<file path="src/hdl/cau_pkg.sv">
// Shared command codes, status codes and pipeline tag type of the complex arithmetic unit.
`default_nettype none

package cau_pkg;

  localparam logic [2:0] CMD_ADD  = 3'd0;
  localparam logic [2:0] CMD_SUB  = 3'd1;
  localparam logic [2:0] CMD_MUL  = 3'd2;
  localparam logic [2:0] CMD_DIV  = 3'd3;
  localparam logic [2:0] CMD_DIST = 3'd4;

  localparam logic [1:0] STAT_OK  = 2'd0;
  localparam logic [1:0] STAT_DZ  = 2'd1;
  localparam logic [1:0] STAT_SAT = 2'd2;

  // Control flags that travel with each word down the pipeline.
  typedef struct packed {
    logic [2:0] cmd;
    logic       sat;
    logic       dz;
    logic       big;
    logic       neg_re;
    logic       neg_im;
    logic       ovf_re;
    logic       ovf_im;
  } cau_tag_t;

endpackage

`default_nettype wire

</file>
<file path="src/hdl/cau_iter.sv">
// One pipeline stage of the long divisions and the square root: one result bit each.
`default_nettype none

module cau_iter import cau_pkg::*; #(
  parameter int DATA_WIDTH = 16
) (
  input  wire logic                      clk,
  input  wire logic                      rst_n,
  input  wire logic                      up_valid,
  output logic                           up_ready,
  input  wire cau_tag_t                  tag_i,
  input  wire logic [DATA_WIDTH-1:0]     res_re_i,
  input  wire logic [DATA_WIDTH-1:0]     res_im_i,
  input  wire logic [2*DATA_WIDTH-1:0]   den_i,
  input  wire logic [2*DATA_WIDTH-1:0]   rem_re_i,
  input  wire logic [2*DATA_WIDTH-1:0]   rem_im_i,
  input  wire logic [DATA_WIDTH-1:0]     x_re_i,
  input  wire logic [DATA_WIDTH-1:0]     x_im_i,
  input  wire logic [2*DATA_WIDTH-1:0]   sx_i,
  input  wire logic [DATA_WIDTH+1:0]     srem_i,
  input  wire logic [DATA_WIDTH-1:0]     root_i,
  output logic                           dn_valid,
  input  wire logic                      dn_ready,
  output cau_tag_t                       tag_o,
  output logic [DATA_WIDTH-1:0]          res_re_o,
  output logic [DATA_WIDTH-1:0]          res_im_o,
  output logic [2*DATA_WIDTH-1:0]        den_o,
  output logic [2*DATA_WIDTH-1:0]        rem_re_o,
  output logic [2*DATA_WIDTH-1:0]        rem_im_o,
  output logic [DATA_WIDTH-1:0]          x_re_o,
  output logic [DATA_WIDTH-1:0]          x_im_o,
  output logic [2*DATA_WIDTH-1:0]        sx_o,
  output logic [DATA_WIDTH+1:0]          srem_o,
  output logic [DATA_WIDTH-1:0]          root_o
);

  localparam int W  = DATA_WIDTH;
  localparam int PW = 2 * W;

  // Divisions: the next numerator bit leaves the top of x, the quotient bit
  // enters at the bottom, so after all stages x holds the quotient.
  logic [PW:0] t_re, t_im, d_re, d_im;
  logic        ge_re, ge_im;

  assign t_re  = {rem_re_i, x_re_i[W-1]};
  assign t_im  = {rem_im_i, x_im_i[W-1]};
  assign d_re  = t_re - {1'b0, den_i};
  assign d_im  = t_im - {1'b0, den_i};
  assign ge_re = t_re >= {1'b0, den_i};
  assign ge_im = t_im >= {1'b0, den_i};

  // Square root: two radicand bits per stage, one root bit out.
  logic [W+3:0] t_sq, trial, d_sq;
  logic         ge_sq;

  assign t_sq  = {srem_i, sx_i[PW-1:PW-2]};
  assign trial = {2'b00, root_i, 2'b01};
  assign d_sq  = t_sq - trial;
  assign ge_sq = t_sq >= trial;

  logic v_r;

  assign up_ready = !v_r || dn_ready;

  always_ff @(posedge clk) begin
    if (!rst_n) begin
      v_r <= 1'b0;
    end else if (up_ready) begin
      v_r <= up_valid;
    end
  end

  cau_tag_t      tag_r;
  logic [W-1:0]  res_re_r, res_im_r, x_re_r, x_im_r, root_r;
  logic [PW-1:0] den_r, rem_re_r, rem_im_r, sx_r;
  logic [W+1:0]  srem_r;

  always_ff @(posedge clk) begin
    if (up_ready && up_valid) begin
      tag_r    <= tag_i;
      res_re_r <= res_re_i;
      res_im_r <= res_im_i;
      den_r    <= den_i;
      rem_re_r <= ge_re ? d_re[PW-1:0] : t_re[PW-1:0];
      rem_im_r <= ge_im ? d_im[PW-1:0] : t_im[PW-1:0];
      x_re_r   <= {x_re_i[W-2:0], ge_re};
      x_im_r   <= {x_im_i[W-2:0], ge_im};
      sx_r     <= {sx_i[PW-3:0], 2'b00};
      srem_r   <= ge_sq ? d_sq[W+1:0] : t_sq[W+1:0];
      root_r   <= {root_i[W-2:0], ge_sq};
    end
  end

  assign dn_valid = v_r;
  assign tag_o    = tag_r;
  assign res_re_o = res_re_r;
  assign res_im_o = res_im_r;
  assign den_o    = den_r;
  assign rem_re_o = rem_re_r;
  assign rem_im_o = rem_im_r;
  assign x_re_o   = x_re_r;
  assign x_im_o   = x_im_r;
  assign sx_o     = sx_r;
  assign srem_o   = srem_r;
  assign root_o   = root_r;

endmodule

`default_nettype wire

</file>
<file path="config.mk">
export PLATFORM = sky130hd
export DESIGN_NAME = cau_iter
export DESIGN_NICKNAME = d
export VERILOG_FILES = /design/src/hdl/cau_pkg.sv /design/src/hdl/cau_iter.sv
export SDC_FILE = /design/constraint.sdc
export NUM_CORES = 1
export LEC_CHECK = 0
export BUFFER_PORTS_ARGS = -buffer_cell sky130_fd_sc_hd__buf_2
export CAP_MARGIN = 15
export CORE_AREA = 2 2 185 187
export CTS_BUF_LIST = sky130_fd_sc_hd__clkbuf_4 sky130_fd_sc_hd__clkbuf_8
export CTS_CLUSTER_SIZE = 24
export DETAILED_ROUTE_END_ITERATION = 10
export DIE_AREA = 0 0 187 189
export PLACE_DENSITY = 0.74
export SETUP_SLACK_MARGIN = 0.15
export SYNTH_ARGS = -nofsm -noshare
export SYNTH_HDL_FRONTEND = slang
export SYNTH_SLANG_ARGS = --single-unit
</file>
<file path="constraint.sdc">
create_clock -name clk -period 8.02 [get_ports clk]
set_input_delay 1.203 -clock clk [delete_from_list [all_inputs] [get_ports clk]]
set_output_delay 1.203 -clock clk [all_outputs]
set_load 0.005 [all_outputs]
</file>
==> key figures, run 1 <==
Status
  – Status: complete, no violations

Clock tree
  – CTS Root Cell: clkbuf_8
  – Worst-skew pair later-pin latency: 0.58 ns
  – Hold buffer count at CTS: 0
  – CTS sink count: 235
  – Setup fix buffers added after clock tree synthesis: 0
  – TritonCTS clock tree: yes
  – CTS resizes: 0
  – CTS Buffer Depth: 3
  – Cts bufs inserted: 42
  – H-tree Lvls: 2
  – Clk pin slew, worst setup/hold paths: 0.07 ns

Yosys
  – Post-synthesis cell count: 1028
  – Synth top area share: 56.3%
  – Yosys warns: 0
  – Post-synth EDFFs: 234
  – Post-synth ARST share: 0%
  – Dominant cell type by area after synthesis: edfxtp_1
  – Sequential area share after synthesis: 56.5%
  – Flops & latches, synth: 235
  – Synth cell types: 73
  – Syn Std Cell Area: 12500 um^2
  – Mean post-synth cell area: 12.1 um^2
  – Synth area leaders: edfxtp_1 56%, ha_1 8.2%, xnor2_1 3.7%, a21oi_1 3.6%, a21o_1 2.3%
  – Ys flop type: edfxtp_1

Placement
  – Post-Place Cells: 1925
  – GP Congestion: 0.927
  – Detailed placement HPWL: 31300 um
  – Port-buffer cells: 475

Final layout
  – Utilization after layout: 48.7%
  – Fill count: 3034
  – Most common cell after layout, fill and taps aside: buf_2
  – Area delta synth->final: 29.8%
  – Net count, final: 1845
  – Share of post-route cells with drive strength above 1: 38.3%
  – Most frequent cells in the layout: 475 x buf_2, 234 x edfxtp_1, 90 x a21oi_1
  – Non-Filler Instances: 2005

STA
  – Final-report setup violation count: 0
  – Max transition margin: 29.5%
  – Post-route clock period utilization: 53.0%
  – Worst-margin pin slew: 1.03 ns
  – Worst hold margin: 0.531 ns
  – Fmax: 235 MHz
  – Setup TNS: 0 ns
  – Fin. max-slew vios: 0
  – Clk_skew: 0.0341 ns
  – Min cycle time layout: 4.25 ns
  – Hold Violations, Final: 0
  – RSZ-0062 raised after global routing: false

Die
  – Die ar.: 35300 um^2
  – Die Span X: 187 um
  – Initial core utilization: 37.5%
  – Die height: 189 um
  – Core outline area: 33300 um^2
  – Row count: 67
  – IO Count: 478

GRT
  – GRT Util Overall: 21.5%
  – Initial antenna violation count: 5
  – Vias in the first global route: 10200
  – Largest net degree at the start of global routing: 83
  – Global-route wire length before repair: 58200 um
  – Total gr overflow: 0

Critical path
  – CP max stage cell: a31o_2
  – Crit path kind: in2reg
  – Crit path cell chain: buf_2 > inv_1 > ha_1 > and4_1 > nand4_1 > a311oi_2 > a2111oi_2 > a311oi_2 > a31oi_1 > a31o_2 > inv_2 > mux2_1
  – Most used cell, CP: a311oi_2
  – Worst Path Arrival: 4.57 ns
  – Required time worst endpoint: 8.34 ns
  – CP peak stage delay: 0.89 ns
  – Worst Setup End Kind: flop
  – CP Launch Type: input port
  – Crit path max fanout: 62

Pwr
  – Worst VDD drop: 0.148 mV
  – Standby leakage power: 0.00717 uW
  – Pwr Total: 3470 uW
  – Power Density: 214 nW/um^2

Detailed routing
  – Drt total wl: 39400 um
  – First DRT Iteration DRCs: 549
  – DR vias/cell: 5.08
  – Drt pass-1 iters: 5
  – ANT nets after route: 0
  – WL/cell: 19.6 um
  – Via Count: 10200
  – DR DRC count: 0

Hold path
  – Hold Path Class: reg2reg

Run
  – MaxCap Viol Count: 0
==> per-layer routing <==
| layer | vias to the layer above | part of all wire [%] | GRT usage [%] |
|---|---|---|---|
| met4 | 0 | 4.1 | 9.37 |
| met5 | - | 0 | 0 |
| met1 | 4839 | 40 | 26.1 |
| li1 | 4818 | - | - |
| met2 | 443 | 48 | 36.3 |
| met3 | 84 | 7.8 | 5.69 |
==> cell usage after synthesis (12+ instances only) <==
cell type,n
edfxtp_1,234
a21oi_1,90
ha_1,82
inv_1,78
nand2_1,74
o21ai_0,58
nor2_1,56
xnor2_1,53
a21o_1,39
xor2_1,20
mux2_2,18
o21bai_1,17
nand3_1,16
nor3_1,13
nand4_1,12
==> final cells by class <==
| type | instances | area (um^2) | area share [%] |
|---|---|---|---|
| flip-flops and latches | 235 | 7050 | 43.5 |
| multi-input cells | 685 | 4980 | 30.7 |
| repair buffers | 478 | 2400 | 14.8 |
| clock buffers | 50 | 644 | 3.98 |
| well taps | 448 | 561 | 3.46 |
| inverters | 79 | 297 | 1.83 |
| clock inverters | 26 | 258 | 1.59 |
| diodes | 4 | 10.0 | 0.0618 |
==> path summary, 6_finish.rpt <==
| kind | from | to | slack (ns) | depth (start not counted) |
|---|---|---|---|---|
| setup / recovery | den_i[16] | rem_im_o[16] | 3.77 | 12 |
| hold / removal | dn_valid | dn_valid | 0.53 | 2 |
| setup reg to reg | dn_valid | res_re_o[6] | 5.42 | 3 |
| hold reg to reg | dn_valid | dn_valid | 0.53 | 2 |
==> power breakdown <==
| part | switching [uW] | leakage (uW) | total [uW] | internal, uW |
|---|---|---|---|---|
| combinational | 409 | 0.00443 | 724 | 315 |
| sequential | 26.2 | 0.00227 | 1520 | 1490 |
| clock | 527 | 0.000464 | 1230 | 699 |
| total | 963 | 0.00717 | 3470 | 2510 |
==> sequential cells by signal (all words and copies together), names as in the netlist <==
signal,count
root_o,16
res_re_o,16
x_im_o,16
x_re_o,16
sx_o,30
dn_valid,1
res_im_o,16
srem_o,18
den_o,32
tag_o,10
rem_im_o,32
rem_re_o,32
==> stage by stage <==
stage,instance area [um^2],setup WS (ns)
6_report,16200,3.77
5_1_grt,16200,3.54
4_1_cts,16200,3.80
3_5_place_dp,15300,3.16
3_3_place_gp,15300,3.25
2_1_floorplan,12500,0.712
==> cells by family after synthesis <==
logic type / synth area share, %
AO/OA/AOI/OAI: 15.3
XOR/XNOR: 5.13
adder cells (fa/ha/maj): 8.55
buffers and inverters: 3.72
flip-flops: 56.5
multiplexers: 2.72
other: 0.0301
AND/OR/NAND/NOR: 8.08
==> worst max-delay path: cells and delay by family <==
family / cells / cell delay (ns)
fa+ha+maj: 1 / 0.39
compound gates: 5 / 1.90
mux: 1 / 0.35
buf+inv: 3 / 0.29
simple gates: 2 / 0.44
Power figures use the tool's default switching activity.
==> run 2: changes to the inputs <==
--- a/config.mk
+++ b/config.mk
@@ -12,7 +12,7 @@
 export CTS_CLUSTER_SIZE = 24
 export DETAILED_ROUTE_END_ITERATION = 10
 export DIE_AREA = 0 0 187 189
-export PLACE_DENSITY = 0.74
+export PLACE_DENSITY = 0.76
 export SETUP_SLACK_MARGIN = 0.15
 export SYNTH_ARGS = -nofsm -noshare
 export SYNTH_HDL_FRONTEND = slang
==> constraint.sdc (replaced) <==
create_clock -name clk -period 3.75 [get_ports clk]
set_input_delay 0.5625 -clock clk [delete_from_list [all_inputs] [get_ports clk]]
set_output_delay 0.5625 -clock clk [all_outputs]
set_load 0.005 [all_outputs]
==> run 2 against run 1 <==
Compared with the run above:
- worst setup slack worse by 3.1 ns
- critical path depth fell by 1
- die area stayed put
- register-to-register slack worse by 3.4 ns
- sequential cell count did not move
- critical path type unchanged
- critical endpoint is now rem_re_o[8]
- highest routed layer is now met5
==> key figures, run 2 (same netlist as run 1, synthesis figures left out) <==
Die
  – Initial core utilization: 37.5% (unchanged)
  – Die ar.: 35300 um^2 (unchanged)
  – Die Span X: 187 um (unchanged)
  – IO Count: 478 (unchanged)
  – Core outline area: 33300 um^2 (unchanged)
  – Row count: 67 (unchanged)
  – Die height: 189 um (unchanged)

Clock tree
  – Worst-skew pair later-pin latency: 0.58 ns (about the same)
  – H-tree Lvls: 2 (unchanged)
  – Clk pin slew, worst setup/hold paths: 0.07 ns (about the same)
  – CTS resizes: 0 (unchanged)
  – TritonCTS clock tree: yes (unchanged)
  – Hold buffer count at CTS: 0 (unchanged)
  – CTS Buffer Depth: 3 (unchanged)
  – Setup fix buffers added after clock tree synthesis: 0 (unchanged)
  – CTS Root Cell: clkbuf_8 (unchanged)
  – CTS sink count: 235 (unchanged)
  – Cts bufs inserted: 42 (unchanged)

Pwr
  – Sw Share: 27.3% (was 27.8%)
  – Switching Power: 2060 uW (was 963 uW)
  – Standby leakage power: 0.00735 uW (was 0.00717 uW)
  – Clock network power share: 35.6% (was 35.4%)
  – Power Density: 458 nW/um^2 (was 214 nW/um^2)
  – Reg power frac: 43.0% (was 43.8%)
  – P_int: 5490 uW (was 2510 uW)
  – Worst VDD drop: 0.266 mV (was 0.148 mV)
  – Comb pwr share: 21.4% (was 20.9%)

Critical path
  – CP Launch Type: input port (unchanged)
  – Worst Setup End Kind: flop (unchanged)
  – Crit path kind: in2reg (unchanged)
  – Worst Path Arrival: 3.44 ns (was 4.57 ns)
  – Required time worst endpoint: 4.07 ns (was 8.34 ns)
  – Crit path max fanout: 24 (was 62)

Final layout
  – Most frequent cells in the layout: 475 x buf_2, 234 x edfxtp_1, 90 x a21oi_1 (unchanged)
  – Reg area: 7050 um^2 (unchanged)
  – Area delta synth->final: 32.4% (was 29.8%)
  – Fill count: 2968 (was 3034)
  – Footprint of the multi-input gates: 4980 um^2 (unchanged)
  – Share of post-route cells with drive strength above 1: 39.5% (was 38.3%)
  – Non-Filler Instances: 2035 (was 2005)
  – Most common cell after layout, fill and taps aside: buf_2 (unchanged)
  – Net count, final: 1874 (was 1845)

Status
  – Status: complete, no violations (unchanged)

STA
  – RSZ-0062 raised after global routing: false (unchanged)
  – Max transition margin: 41.2% (was 29.5%)
  – Fmax: 321 MHz
  – Min cycle time layout: 3.12 ns
  – Post-route clock period utilization: 83.1%
  – Final-report setup violation count: 0 (unchanged)
  – Clk_skew: 0.0424 ns (was 0.0341 ns)
  – Final WS setup: 0.633 ns (was 3.77 ns)
  – Fin. max-slew vios: 0 (unchanged)
  – Setup TNS: 0 ns (unchanged)
  – Worst-margin pin slew: 0.860 ns (was 1.03 ns)
  – Hold Violations, Final: 0 (unchanged)

Detailed routing
  – DR vias/cell: 5.09 (was 5.08)
  – DR DRC count: 0 (unchanged)
  – Drt total wl: 40400 um (was 39400 um)
  – ANT nets after route: 0 (unchanged)
  – Drt pass-1 iters: 5 (unchanged)
  – WL/cell: 19.8 um (was 19.6 um)
  – Via Count: 10400 (was 10200)
  – First DRT Iteration DRCs: 612 (was 549)

GRT
  – Vias in the first global route: 10300 (was 10200)
  – Global-route wire length before repair: 60500 um (was 58200 um)
  – Largest net degree at the start of global routing: 59 (was 83)
  – Total gr overflow: 0 (unchanged)
  – Initial antenna violation count: 11 (was 5)
  – GRT Util Overall: 22.4% (was 21.5%)

Placement
  – Detailed placement HPWL: 32800 um (was 31300 um)
  – Post-Place Cells: 1954 (was 1925)
  – GP Congestion: 0.924 (was 0.927)
  – Post-Place Worst Slack: 0.0818 ns (was 3.16 ns)
  – Port-buffer cells: 475 (unchanged)

Run
  – MaxCap Viol Count: 0 (unchanged)

Hold path
  – Hold Path Class: in2reg (was reg2reg)
==> run 2: cell types whose count changed in the layout (fill, tap and decap cells not counted) <==
cell	previous run	this run
buf_4	3	27
clkinv_2	8	7
clkbuf_4	7	9
bufinv_16	5	6
buf_12	0	5
diode_2	4	3
==> run 2: final timing paths <==
| path | cells past startpoint | endpoint | start | slack (ns) |
|---|---|---|---|---|
| hold reg to reg | 2 | dn_valid | dn_valid | 0.54 |
| hold / removal | 1 | x_im_o[14] | x_im_i[13] | 0.16 |
| setup / recovery | 11 | rem_re_o[8] | den_i[17] | 0.63 |
| setup reg to reg | 3 | root_o[12] | dn_valid | 2.04 |
==> run 2: area by class of cell <==
cell class | count | area share, %
Timing Repair Buffer | 507 | 16.2
Inverter | 79 | 1.80
Sequential cell | 235 | 42.7
Tap cell | 448 | 3.39
Clock inverter | 26 | 1.71
Antenna cell | 3 | 0.0455
Clock buffer | 52 | 3.99
Multi-Input combinational cell | 685 | 30.1
==> run 2: metrics by stage <==
step / util [%] / instance area, um^2 / hold slack [ns] / total power, uW
3_3_place_gp: 46.8 / 15600 / 0.510 / 4890
3_5_place_dp: 46.8 / 15600 / 0.533 / 4900
2_1_floorplan: - / 12500 / 0.546 / 4220
5_1_grt: 49.6 / 16500 / 0.136 / 7910
6_report: 49.6 / 16500 / 0.161 / 7550
4_1_cts: 49.6 / 16500 / 0.120 / 7620
==> run 2: per-layer routing <==
metal,vias to the layer above,global-route usage [%],routed length [um]
met3,77,4.97,2990
met1,4932,27.7,16300
met4,8,7.60,1180
li1,4893,-,-
met2,451,38.6,19900
met5,-,0,45
==> run 2: power by group through the flow <==
stage | Clock [uW] | Sequential (uW) | Combinational [uW]
6_report | 2690 | 3250 | 1620
5_1_grt | 2870 | 3260 | 1780
4_1_cts | 2750 | 3250 | 1620
3_5_place_dp | 0 | 3300 | 1600
3_3_place_gp | 0 | 3300 | 1590
2_1_floorplan | 0 | 3330 | 889
==> run 2: worst max-delay path, stage by stage <==
cell and delay, ns:
buf_2 0.09, inv_1 0.08, ha_1 0.46, nand4_1 0.26
nor4_1 0.48, nand2_1 0.09, o21ai_0 0.24, o2111ai_1 0.21
o21ai_4 0.36, buf_12 0.23, mux2_2 0.36
