`src/hdl/cau_pkg.sv`:
```
// Shared command codes, status codes and pipeline tag type of the complex arithmetic unit.
`default_nettype none

package cau_pkg;

  localparam logic [2:0] CMD_ADD  = 3'd0;
  localparam logic [2:0] CMD_SUB  = 3'd1;
  localparam logic [2:0] CMD_MUL  = 3'd2;
  localparam logic [2:0] CMD_DIV  = 3'd3;
  localparam logic [2:0] CMD_DIST = 3'd4;

  localparam logic [1:0] STAT_OK  = 2'd0;
  localparam logic [1:0] STAT_DZ  = 2'd1;
  localparam logic [1:0] STAT_SAT = 2'd2;

  // Control flags that travel with each word down the pipeline.
  typedef struct packed {
    logic [2:0] cmd;
    logic       sat;
    logic       dz;
    logic       big;
    logic       neg_re;
    logic       neg_im;
    logic       ovf_re;
    logic       ovf_im;
  } cau_tag_t;

endpackage

`default_nettype wire

```
`src/hdl/cau_if.sv`:
```
// Valid/ready channel interfaces for the operand and result words.
`default_nettype none


interface cau_out_if #(parameter int DATA_WIDTH = 16);
  logic                         valid;
  logic                         ready;
  logic signed [DATA_WIDTH-1:0] res_real;
  logic signed [DATA_WIDTH-1:0] res_imag;
  logic [1:0]                   status;

  modport source (output valid, res_real, res_imag, status, input ready);
  modport sink (input valid, res_real, res_imag, status, output ready);
endinterface

`default_nettype wire

```
`src/hdl/cau_back.sv`:
```
// Back end: signs and saturation of quotients and root, result selection, output register.
`default_nettype none

module cau_back import cau_pkg::*; #(
  parameter int DATA_WIDTH = 16
) (
  input  wire logic                  clk,
  input  wire logic                  rst_n,
  input  wire logic                  up_valid,
  output logic                       up_ready,
  input  wire cau_tag_t              tag_i,
  input  wire logic [DATA_WIDTH-1:0] res_re_i,
  input  wire logic [DATA_WIDTH-1:0] res_im_i,
  input  wire logic [DATA_WIDTH-1:0] q_re_i,
  input  wire logic [DATA_WIDTH-1:0] q_im_i,
  input  wire logic [DATA_WIDTH-1:0] root_i,
  cau_out_if.source                  out_m
);

  localparam int W = DATA_WIDTH;
  localparam logic [W-1:0] POS_W = {1'b0, {(W-1){1'b1}}};
  localparam logic [W-1:0] NEG_W = {1'b1, {(W-1){1'b0}}};

  // Applies the sign to a quotient magnitude; the flag sits above the value.
  function automatic logic [W:0] pack_fn(input logic neg, input logic ovf,
                                         input logic [W-1:0] q);
    logic [W:0] r;
    if (ovf) begin
      r = {1'b1, (neg ? NEG_W : POS_W)};
    end else if (neg) begin
      if (q > NEG_W) begin
        r = {1'b1, NEG_W};
      end else begin
        r = {1'b0, (~q + 1'b1)};
      end
    end else if (q[W-1]) begin
      r = {1'b1, POS_W};
    end else begin
      r = {1'b0, q};
    end
    return r;
  endfunction

  logic [W:0]   pk_re, pk_im;
  logic [W-1:0] rr_n, ri_n;
  logic [1:0]   st_n;
  logic         sat_n;

  assign pk_re = pack_fn(tag_i.neg_re, tag_i.ovf_re, q_re_i);
  assign pk_im = pack_fn(tag_i.neg_im, tag_i.ovf_im, q_im_i);

  always_comb begin
    rr_n  = '0;
    ri_n  = '0;
    sat_n = 1'b0;
    st_n  = STAT_OK;
    case (tag_i.cmd)
      CMD_ADD, CMD_SUB, CMD_MUL: begin
        rr_n  = res_re_i;
        ri_n  = res_im_i;
        sat_n = tag_i.sat;
      end
      CMD_DIV: begin
        if (tag_i.dz) begin
          st_n = STAT_DZ;
        end else begin
          rr_n  = pk_re[W-1:0];
          ri_n  = pk_im[W-1:0];
          sat_n = pk_re[W] || pk_im[W];
        end
      end
      CMD_DIST: begin
        if (tag_i.big || root_i[W-1]) begin
          rr_n  = POS_W;
          sat_n = 1'b1;
        end else begin
          rr_n = root_i;
        end
      end
      default: begin
        rr_n = '0;
      end
    endcase
    if (sat_n) begin
      st_n = STAT_SAT;
    end
  end

  logic         out_valid_r;
  logic [W-1:0] rr_r, ri_r;
  logic [1:0]   st_r;

  assign up_ready = !out_valid_r || out_m.ready;

  always_ff @(posedge clk) begin
    if (!rst_n) begin
      out_valid_r <= 1'b0;
    end else if (up_ready) begin
      out_valid_r <= up_valid;
    end
  end

  always_ff @(posedge clk) begin
    if (up_ready && up_valid) begin
      rr_r <= rr_n;
      ri_r <= ri_n;
      st_r <= st_n;
    end
  end

  assign out_m.valid    = out_valid_r;
  assign out_m.res_real = rr_r;
  assign out_m.res_imag = ri_r;
  assign out_m.status   = st_r;

  a_dz_zero: assert property (@(posedge clk) disable iff (!rst_n)
    out_valid_r && st_r == STAT_DZ |-> rr_r == '0 && ri_r == '0)
    else $error("divide-by-zero word carries a nonzero result");

  a_status_code: assert property (@(posedge clk) disable iff (!rst_n)
    out_valid_r |-> st_r == STAT_OK || st_r == STAT_DZ || st_r == STAT_SAT)
    else $error("undefined status code on the result word");

  a_rise_src: assert property (@(posedge clk) disable iff (!rst_n)
    $rose(out_valid_r) |-> $past(up_valid))
    else $error("result word appeared without a word from the pipeline");

endmodule

`default_nettype wire

```
`src/flat_wrapper.sv`:
```
// flat-port wrapper written by rule: the top's interface ports become plain ports
module cau_back_flat import cau_pkg::*;
#(
  parameter int DATA_WIDTH = 16
)
  (clk, rst_n, up_valid, up_ready, tag_i, res_re_i, res_im_i, q_re_i, q_im_i, root_i, out_m_valid, out_m_res_real, out_m_res_imag, out_m_status, out_m_ready);
  cau_out_if #(.DATA_WIDTH(DATA_WIDTH)) out_m_i ();
  input  wire logic clk;
  input  wire logic rst_n;
  input  wire logic up_valid;
  output logic up_ready;
  input  wire cau_tag_t tag_i;
  input  wire logic [DATA_WIDTH-1:0] res_re_i;
  input  wire logic [DATA_WIDTH-1:0] res_im_i;
  input  wire logic [DATA_WIDTH-1:0] q_re_i;
  input  wire logic [DATA_WIDTH-1:0] q_im_i;
  input  wire logic [DATA_WIDTH-1:0] root_i;
  output wire logic [$bits(out_m_i.valid)-1:0] out_m_valid;
  output wire logic [$bits(out_m_i.res_real)-1:0] out_m_res_real;
  output wire logic [$bits(out_m_i.res_imag)-1:0] out_m_res_imag;
  output wire logic [$bits(out_m_i.status)-1:0] out_m_status;
  input wire logic [$bits(out_m_i.ready)-1:0] out_m_ready;
  assign out_m_valid = out_m_i.valid;
  assign out_m_res_real = out_m_i.res_real;
  assign out_m_res_imag = out_m_i.res_imag;
  assign out_m_status = out_m_i.status;
  assign out_m_i.ready = out_m_ready;
  cau_back #(.DATA_WIDTH(DATA_WIDTH)) u_core (.clk(clk), .rst_n(rst_n), .up_valid(up_valid), .up_ready(up_ready), .tag_i(tag_i), .res_re_i(res_re_i), .res_im_i(res_im_i), .q_re_i(q_re_i), .q_im_i(q_im_i), .root_i(root_i), .out_m(out_m_i));
endmodule
```
`config.mk`:
```
export PLATFORM = sky130hd
export DESIGN_NAME = cau_back_flat
export DESIGN_NICKNAME = d
export VERILOG_FILES = /design/src/hdl/cau_pkg.sv /design/src/hdl/cau_if.sv /design/src/hdl/cau_back.sv /design/src/flat_wrapper.sv
export SDC_FILE = /design/constraint.sdc
export NUM_CORES = 1
export LEC_CHECK = 0
export BUFFER_PORTS_ARGS = -buffer_cell sky130_fd_sc_hd__buf_2
export CORE_UTILIZATION = 43
export DETAILED_ROUTE_END_ITERATION = 8
export GPL_TIMING_DRIVEN = 1
export HOLD_SLACK_MARGIN = 0.06
export MAX_ROUTING_LAYER = met4
export PLACE_DENSITY = 0.78
export SKIP_CTS_REPAIR_TIMING = 1
export SLEW_MARGIN = 20
export SYNTH_ARGS = -nofsm -noshare
export SYNTH_HDL_FRONTEND = slang
export SYNTH_SLANG_ARGS = --single-unit
```
`constraint.sdc`:
```
create_clock -name clk -period 2.06 [get_ports clk]
set_input_delay 0.309 -clock clk [delete_from_list [all_inputs] [get_ports clk]]
set_output_delay 0.309 -clock clk [all_outputs]
set_load 0.02 [all_outputs]
```
==> results of run 1 <==
power by group through the flow:
| stage | Clock [mW] | Combinational [mW] | Sequential (mW) |
|---|---|---|---|
| after floorplan | 0 | 0.229 | 0.951 |
| after CTS | 0.500 | 0.575 | 0.864 |
| after global placement | 0 | 0.563 | 0.877 |
| after global routing | 0.524 | 0.632 | 0.870 |
| after detailed placement | 0 | 0.572 | 0.878 |
| final | 0.492 | 0.580 | 0.863 |
synth_stat cells, drive strengths merged (6+ instances only):
cell type / number / share of area
a21oi: 29 / 0.053
o21ai: 45 / 0.087
edfxtp: 34 / 0.38
nand2: 46 / 0.064
nand4: 6 / 0.014
clkbuf: 15 / 0.021
nor4: 6 / 0.014
nand3: 6 / 0.011
inv: 7 / 0.0097
nor2: 30 / 0.041
nor3: 11 / 0.020
o22ai: 12 / 0.028
cells in the final DEF (no fill, tap or decap), types with 3 or more instances in the layout:
cell type / synthesis / final
edfxtp_1: 34 / 34
and3_1: 5 / 5
nor3_1: 11 / 11
a21oi_1: 29 / 28
buf_2: 1 / 129
buf_4: 1 / 40
or2_2: 4 / 4
o22ai_1: 12 / 12
a31oi_1: 4 / 4
nand3_1: 6 / 6
xnor2_1: 5 / 5
a211oi_1: 5 / 5
nand2_1: 46 / 46
a21o_1: 4 / 4
inv_1: 7 / 7
or3_1: 5 / 5
nand4_1: 6 / 6
clkbuf_8: 0 / 5
o21ai_0: 43 / 43
xor2_1: 4 / 4
clkinv_2: 0 / 3
nor2_1: 30 / 30
nor4_1: 6 / 6
cells by family after synthesis:
kind of cell	synth area share
buf+inv	0.0461
mux	0.00737
fa+ha+maj	0.00922
compound gates	0.283
xor+xnor	0.0290
flops	0.383
simple gates	0.242
critical path, stage by stage:
cell and delay [ps]:
buf_2 100, or3_1 390, or4_4 590, nor4_1 320
nor4_1 70, nand3b_1 150
cell type report:
class                           instances  area [sq um]
Fill cell                             540          2240
Clock inverter                          3          15.0
Inverter                                8          30.0
Clock buffer                            5          68.8
Multi-Input combinational cell        271          1550
Sequential cell                        35          1040
Tap cell                               75          93.8
Timing Repair Buffer                  169           946
how the worst max path moves through the flow:
stage,end,start,depth (start not counted),slack [ps]
global route,u_core.out_m.res_imag[5]$_DFFE_PP_,q_im_i[9],6,100
floorplan,u_core.out_m.status[1]$_SDFFCE_PP1P_,q_im_i[5],6,-40
CTS,u_core.out_m.res_imag[5]$_DFFE_PP_,q_im_i[9],6,200
global placement,u_core.out_m.status[1]$_SDFFCE_PP1P_,q_im_i[9],6,-60
finish,u_core.out_m.res_imag[14]$_DFFE_PP_,q_im_i[9],6,170
detailed placement,u_core.out_m.res_imag[14]$_DFFE_PP_,q_im_i[9],6,-100
flip-flops by register name (all words and copies together) (netlist names):
register and cells:
u_core.out_m.valid 1, u_core.out_m.res_real 16, u_core.out_m.res_imag 16, u_core.out_m.status 2
layer usage:
metal,global-route usage,vias to the layer above,part of all wire
met5,-,-,0
met4,0.113,0,0.024
met3,0.0456,18,0.070
met2,0.450,156,0.48
met1,0.380,1540,0.43
li1,-,1578,-
==> impl_metrics.tcl, run 1 <==
set metrics [dict create \
    synth_edf_count 34 \
    leakage_nw 1.65 \
    critPathCaptureType "flip-flop" \
    holdPathStages 2 \
    synthCells 334 \
    place_hpwl_um 6940 \
    syn_avg_cell_area_sq_um 8.13 \
    gp_congestion 0.989 \
    dp_slack_ps -104 \
    htreeDepth 2 \
    avgRoutedWirePerCell_um 16.1 \
    seq_power_share 0.446 \
    hold_viol 0 \
    cts_tree "built" \
    fin_area_sq_um 3750 \
    die-area_sq_um 6640 \
    drv_slew 0 \
    grt-ovfl-total 0 \
    postRouteAntennaNets 0 \
    critPathMaxFanout 5 \
    row_count 28 \
    whs_ps 266 \
    clk_pin_slew_ps 80 \
    die_h_um 81.5 \
    grt_max_degree 35 \
    skew_ps 9.02 \
    drt_first_pass_iters 5 \
    cp_data_arrival_time_ps 1940 \
    yosysSeqAreaShare 0.383 \
    synth_async_sr_flop_share 0 \
    p_switching_uw 616 \
    rsz0062_at_grt "false" \
    grt_pass1_vias 2955 \
    min_period_ps 1890 \
    syn_area_sq_um 2720 \
    cts_buffer_depth 2 \
    pwr_density_cell_nw_per_um2 516 \
    routed_wl_um 9090 \
    regToRegSetupSlack_ps 770 \
    antenna_found_initial 0 \
    place_area_sq_um 3660 \
    final_nets 586 \
    critPathRequiredTime_ps 2110 \
    ys.warnings.count 0 \
    ys_ff_latch 35 \
    start_util 0.453 \
    tns_ps 0 \
    port_buffers 129 \
    cts.sinks 35 \
    total_power_mw 1.94 \
    cts-root-buf "clkbuf_8" \
    hp-class "input pin to flip-flop" \
    vias 3292 \
    cap_violations 0 \
    syn_nets 430 \
    synth_ff_type "edfxtp_1" \
    comb_power_share 0.300 \
    grtUsageTotal 0.290 \
    fin_util 0.626 \
    timing.final.crit_share 0.916 \
    core_area_sq_um 5990 \
    swShare 0.318 \
    stdcell_count 566 \
    worstSetupPathType "input pin to flip-flop" \
    cts_made_buffers 5 \
    syn2layout_area_growth_pct 38.0 \
    pwr-share-clk 0.254 \
    regToRegEndpoint "u_core.out_m.res_real[10]$_DFFE_PP_" \
    insertion_delay_ps 290 \
    critPathLaunchType "input pin" \
    hp-start "rst_n" \
    status "complete, no violations" \
    drive_gt1_frac 0.383 \
    diodes 0 \
    dp.cells 558 \
    detailedRoute.firstIterationViolations 252 \
    hold_path_end "u_core.out_m.valid$_SDFFE_PN0N_" \
    timing.rr.start "u_core.out_m.valid$_SDFFE_PN0N_" \
    fmax_mhz 530 \
    ioPinCount 130 \
    fin_ws_ps 172 \
    die_x_um 81.5 \
    reg2reg_depth 3 \
    relSlewSlack 0.652 \
    drcViolationCount 0 \
    max_slew.worst_pin.slew_ps 519 \
    via_per_inst 5.82 \
    synth_cell_types 59 \
    finalSetupViolations 0 \
    internal-power_mw 1.32 \
    grt_pass1_wl_um 14100 \
    ir_worst_vdd_uv 329 \
]
(Power assumes the default switching activity.)
==> run 2: changes to the inputs <==
- REMOVE_ABC_BUFFERS: not set -> 1
==> run 2 against run 1 <==
Effect of this change:
- cell count decreased by 0.88%
- via count decreased by 1.6%
- critical path depth unchanged
- power increased by 8.6%
- sequential cell count unchanged
- core utilization about the same
- highest routed layer unchanged
- largest cell class unchanged
- combinational power decreased by 1%
- register-to-register slack about the same
- clock skew increased by 4.0 ps
- critical endpoint is now u_core.out_m.res_imag[9]$_DFFE_PP_
- sequential power about the same
- sequential share of layout area about the same
==> impl_metrics.tcl, run 2 (synthesis gave the netlist of run 1 again) <==
set metrics [dict create \
    route.met3.wl_um 702 \
    regToRegSetupSlack_ps 770 \
    final_common_cell "buf_2" \
    cp.buffers_inverters 1 \
    die-area_sq_um 6640 \
    final_nets 581 \
    via_per_inst 5.78 \
    grt_pass1_wl_um 13600 \
    leakage_nw 1.64 \
    rsz0062_at_grt "false" \
    relSlewSlack 0.605 \
    drcViolationCount 0 \
    die_x_um 81.5 \
    fmax_mhz 524 \
    vias 3240 \
    swShare 0.299 \
    cts_tree "built" \
    cts_made_buffers 5 \
    fin_area_sq_um 3750 \
    top_layer "met4" \
    gp_congestion 0.956 \
    routed_wl_um 9060 \
    comb_power_share 0.273 \
    cp_slowest_cell "or4_4" \
    row_count 28 \
    seq_power_share 0.410 \
    crit_chain "buf_2, or3_1, or4_4, nor2_1, o21ai_1, o21ai_0" \
    skew_ps 13.0 \
    ioPinCount 130 \
    cp_data_arrival_time_ps 2040 \
    critPathLaunchType "input pin" \
    dr_wl_met2_um 4330 \
    tns_ps 0 \
    critPathMaxFanout 9 \
    place_area_sq_um 3630 \
    drv_slew 0 \
    cts-root-buf "clkbuf_8" \
    dp.cells 553 \
    drive_gt1_frac 0.379 \
    internal-power_mw 1.47 \
    detailedRoute.firstIterationViolations 249 \
    critPathRequiredTime_ps 2190 \
    hold_viol 0 \
    hp-start "rst_n" \
    cap_violations 0 \
    holdPathStages 2 \
    fin_ws_ps 150 \
    cts.sinks 35 \
    place_hpwl_um 6890 \
    n_fill_cell 536 \
    total_power_mw 2.10 \
    worstSetupPathType "input pin to flip-flop" \
    cts_buffer_depth 2 \
    reg2reg_depth 3 \
    port_buffers 129 \
    whs_ps 269 \
    max_slew.worst_pin.slew_ps 589 \
    diodes 0 \
    grt_pass1_vias 2906 \
    timing.rr.start "u_core.out_m.valid$_SDFFE_PN0N_" \
    avgRoutedWirePerCell_um 16.1 \
    die_h_um 81.5 \
    postRouteAntennaNets 0 \
    p_switching_uw 628 \
    critPathTopFamily "simple AND/OR/NAND/NOR gates" \
    min_period_ps 1910 \
    critPathCaptureType "flip-flop" \
    start_util 0.453 \
    m1WireLength_um 3870 \
    regToRegEndpoint "u_core.out_m.res_real[9]$_DFFE_PP_" \
    finalSetupViolations 0 \
    pwr-share-clk 0.317 \
    crit_path_max_incr_delay_ps 560 \
    dp_slack_ps -130 \
    mostFrequentLayoutCells "buf_2 (129), nand2_1 (46), o21ai_0 (43)" \
    syn2layout_area_growth_pct 38.1 \
    fin_util 0.626 \
    drt_first_pass_iters 5 \
    grtUsageTotal 0.281 \
    insertion_delay_ps 300 \
    antenna_found_initial 0 \
    stdcell_count 561 \
    hp-class "input pin to flip-flop" \
    core_area_sq_um 5990 \
    status "complete, no violations" \
    grt_max_degree 35 \
    pwr_density_cell_nw_per_um2 560 \
    ir_worst_vdd_uv 273 \
    hold_path_end "u_core.out_m.valid$_SDFFE_PN0N_" \
    clk_pin_slew_ps 80 \
    timing.final.crit_share 0.927 \
    htreeDepth 2 \
    grt-ovfl-total 0 \
]
==> run 2: cell count changes in the layout (fill, tap and decap cells not counted) <==
cell	before	now
bufinv_16	0	1
buf_4	40	35
nor4_2	0	1
nor4_1	6	5
clkbuf_8	5	6
clkinv_2	3	1
==> run 2: worst max-delay path by stage <==
stage | startpoint | end | slack (ps) | cells past startpoint
finish | q_im_i[5] | u_core.out_m.res_imag[9]$_DFFE_PP_ | 150 | 6
global route | q_im_i[9] | u_core.out_m.res_imag[3]$_DFFE_PP_ | 100 | 6
CTS | q_im_i[9] | u_core.out_m.res_imag[14]$_DFFE_PP_ | 180 | 6
detailed placement | q_im_i[9] | u_core.out_m.res_imag[14]$_DFFE_PP_ | -130 | 6
global placement | q_im_i[9] | u_core.out_m.status[1]$_SDFFCE_PP1P_ | -50 | 6
floorplan | q_re_i[5] | u_core.out_m.status[1]$_SDFFCE_PP1P_ | -480 | 5
==> run 2: final cells by class <==
class	count	area, sq um	share of cell area
clock buffers	6	82.6	0.0220
clock inverters	2	35.0	0.00934
inverters	8	30.0	0.00801
multi-input cells	271	1560	0.416
flip-flops and latches	35	1040	0.278
well taps	75	93.8	0.0250
repair buffers	164	908	0.242
==> run 2: metal layers <==
layer,up-vias,track usage
met1,1486,0.361
met4,0,0.0804
met3,18,0.0478
met5,-,-
met2,165,0.454
li1,1571,-
==> run 2: power by group through the flow <==
stage | logic (mW) | clock network (mW) | registers, mW
floorplan | 0.202 | 0 | 0.951
global placement | 0.554 | 0 | 0.877
detailed placement | 0.564 | 0 | 0.877
CTS | 0.566 | 0.675 | 0.862
global route | 0.624 | 0.699 | 0.867
finish | 0.573 | 0.667 | 0.862
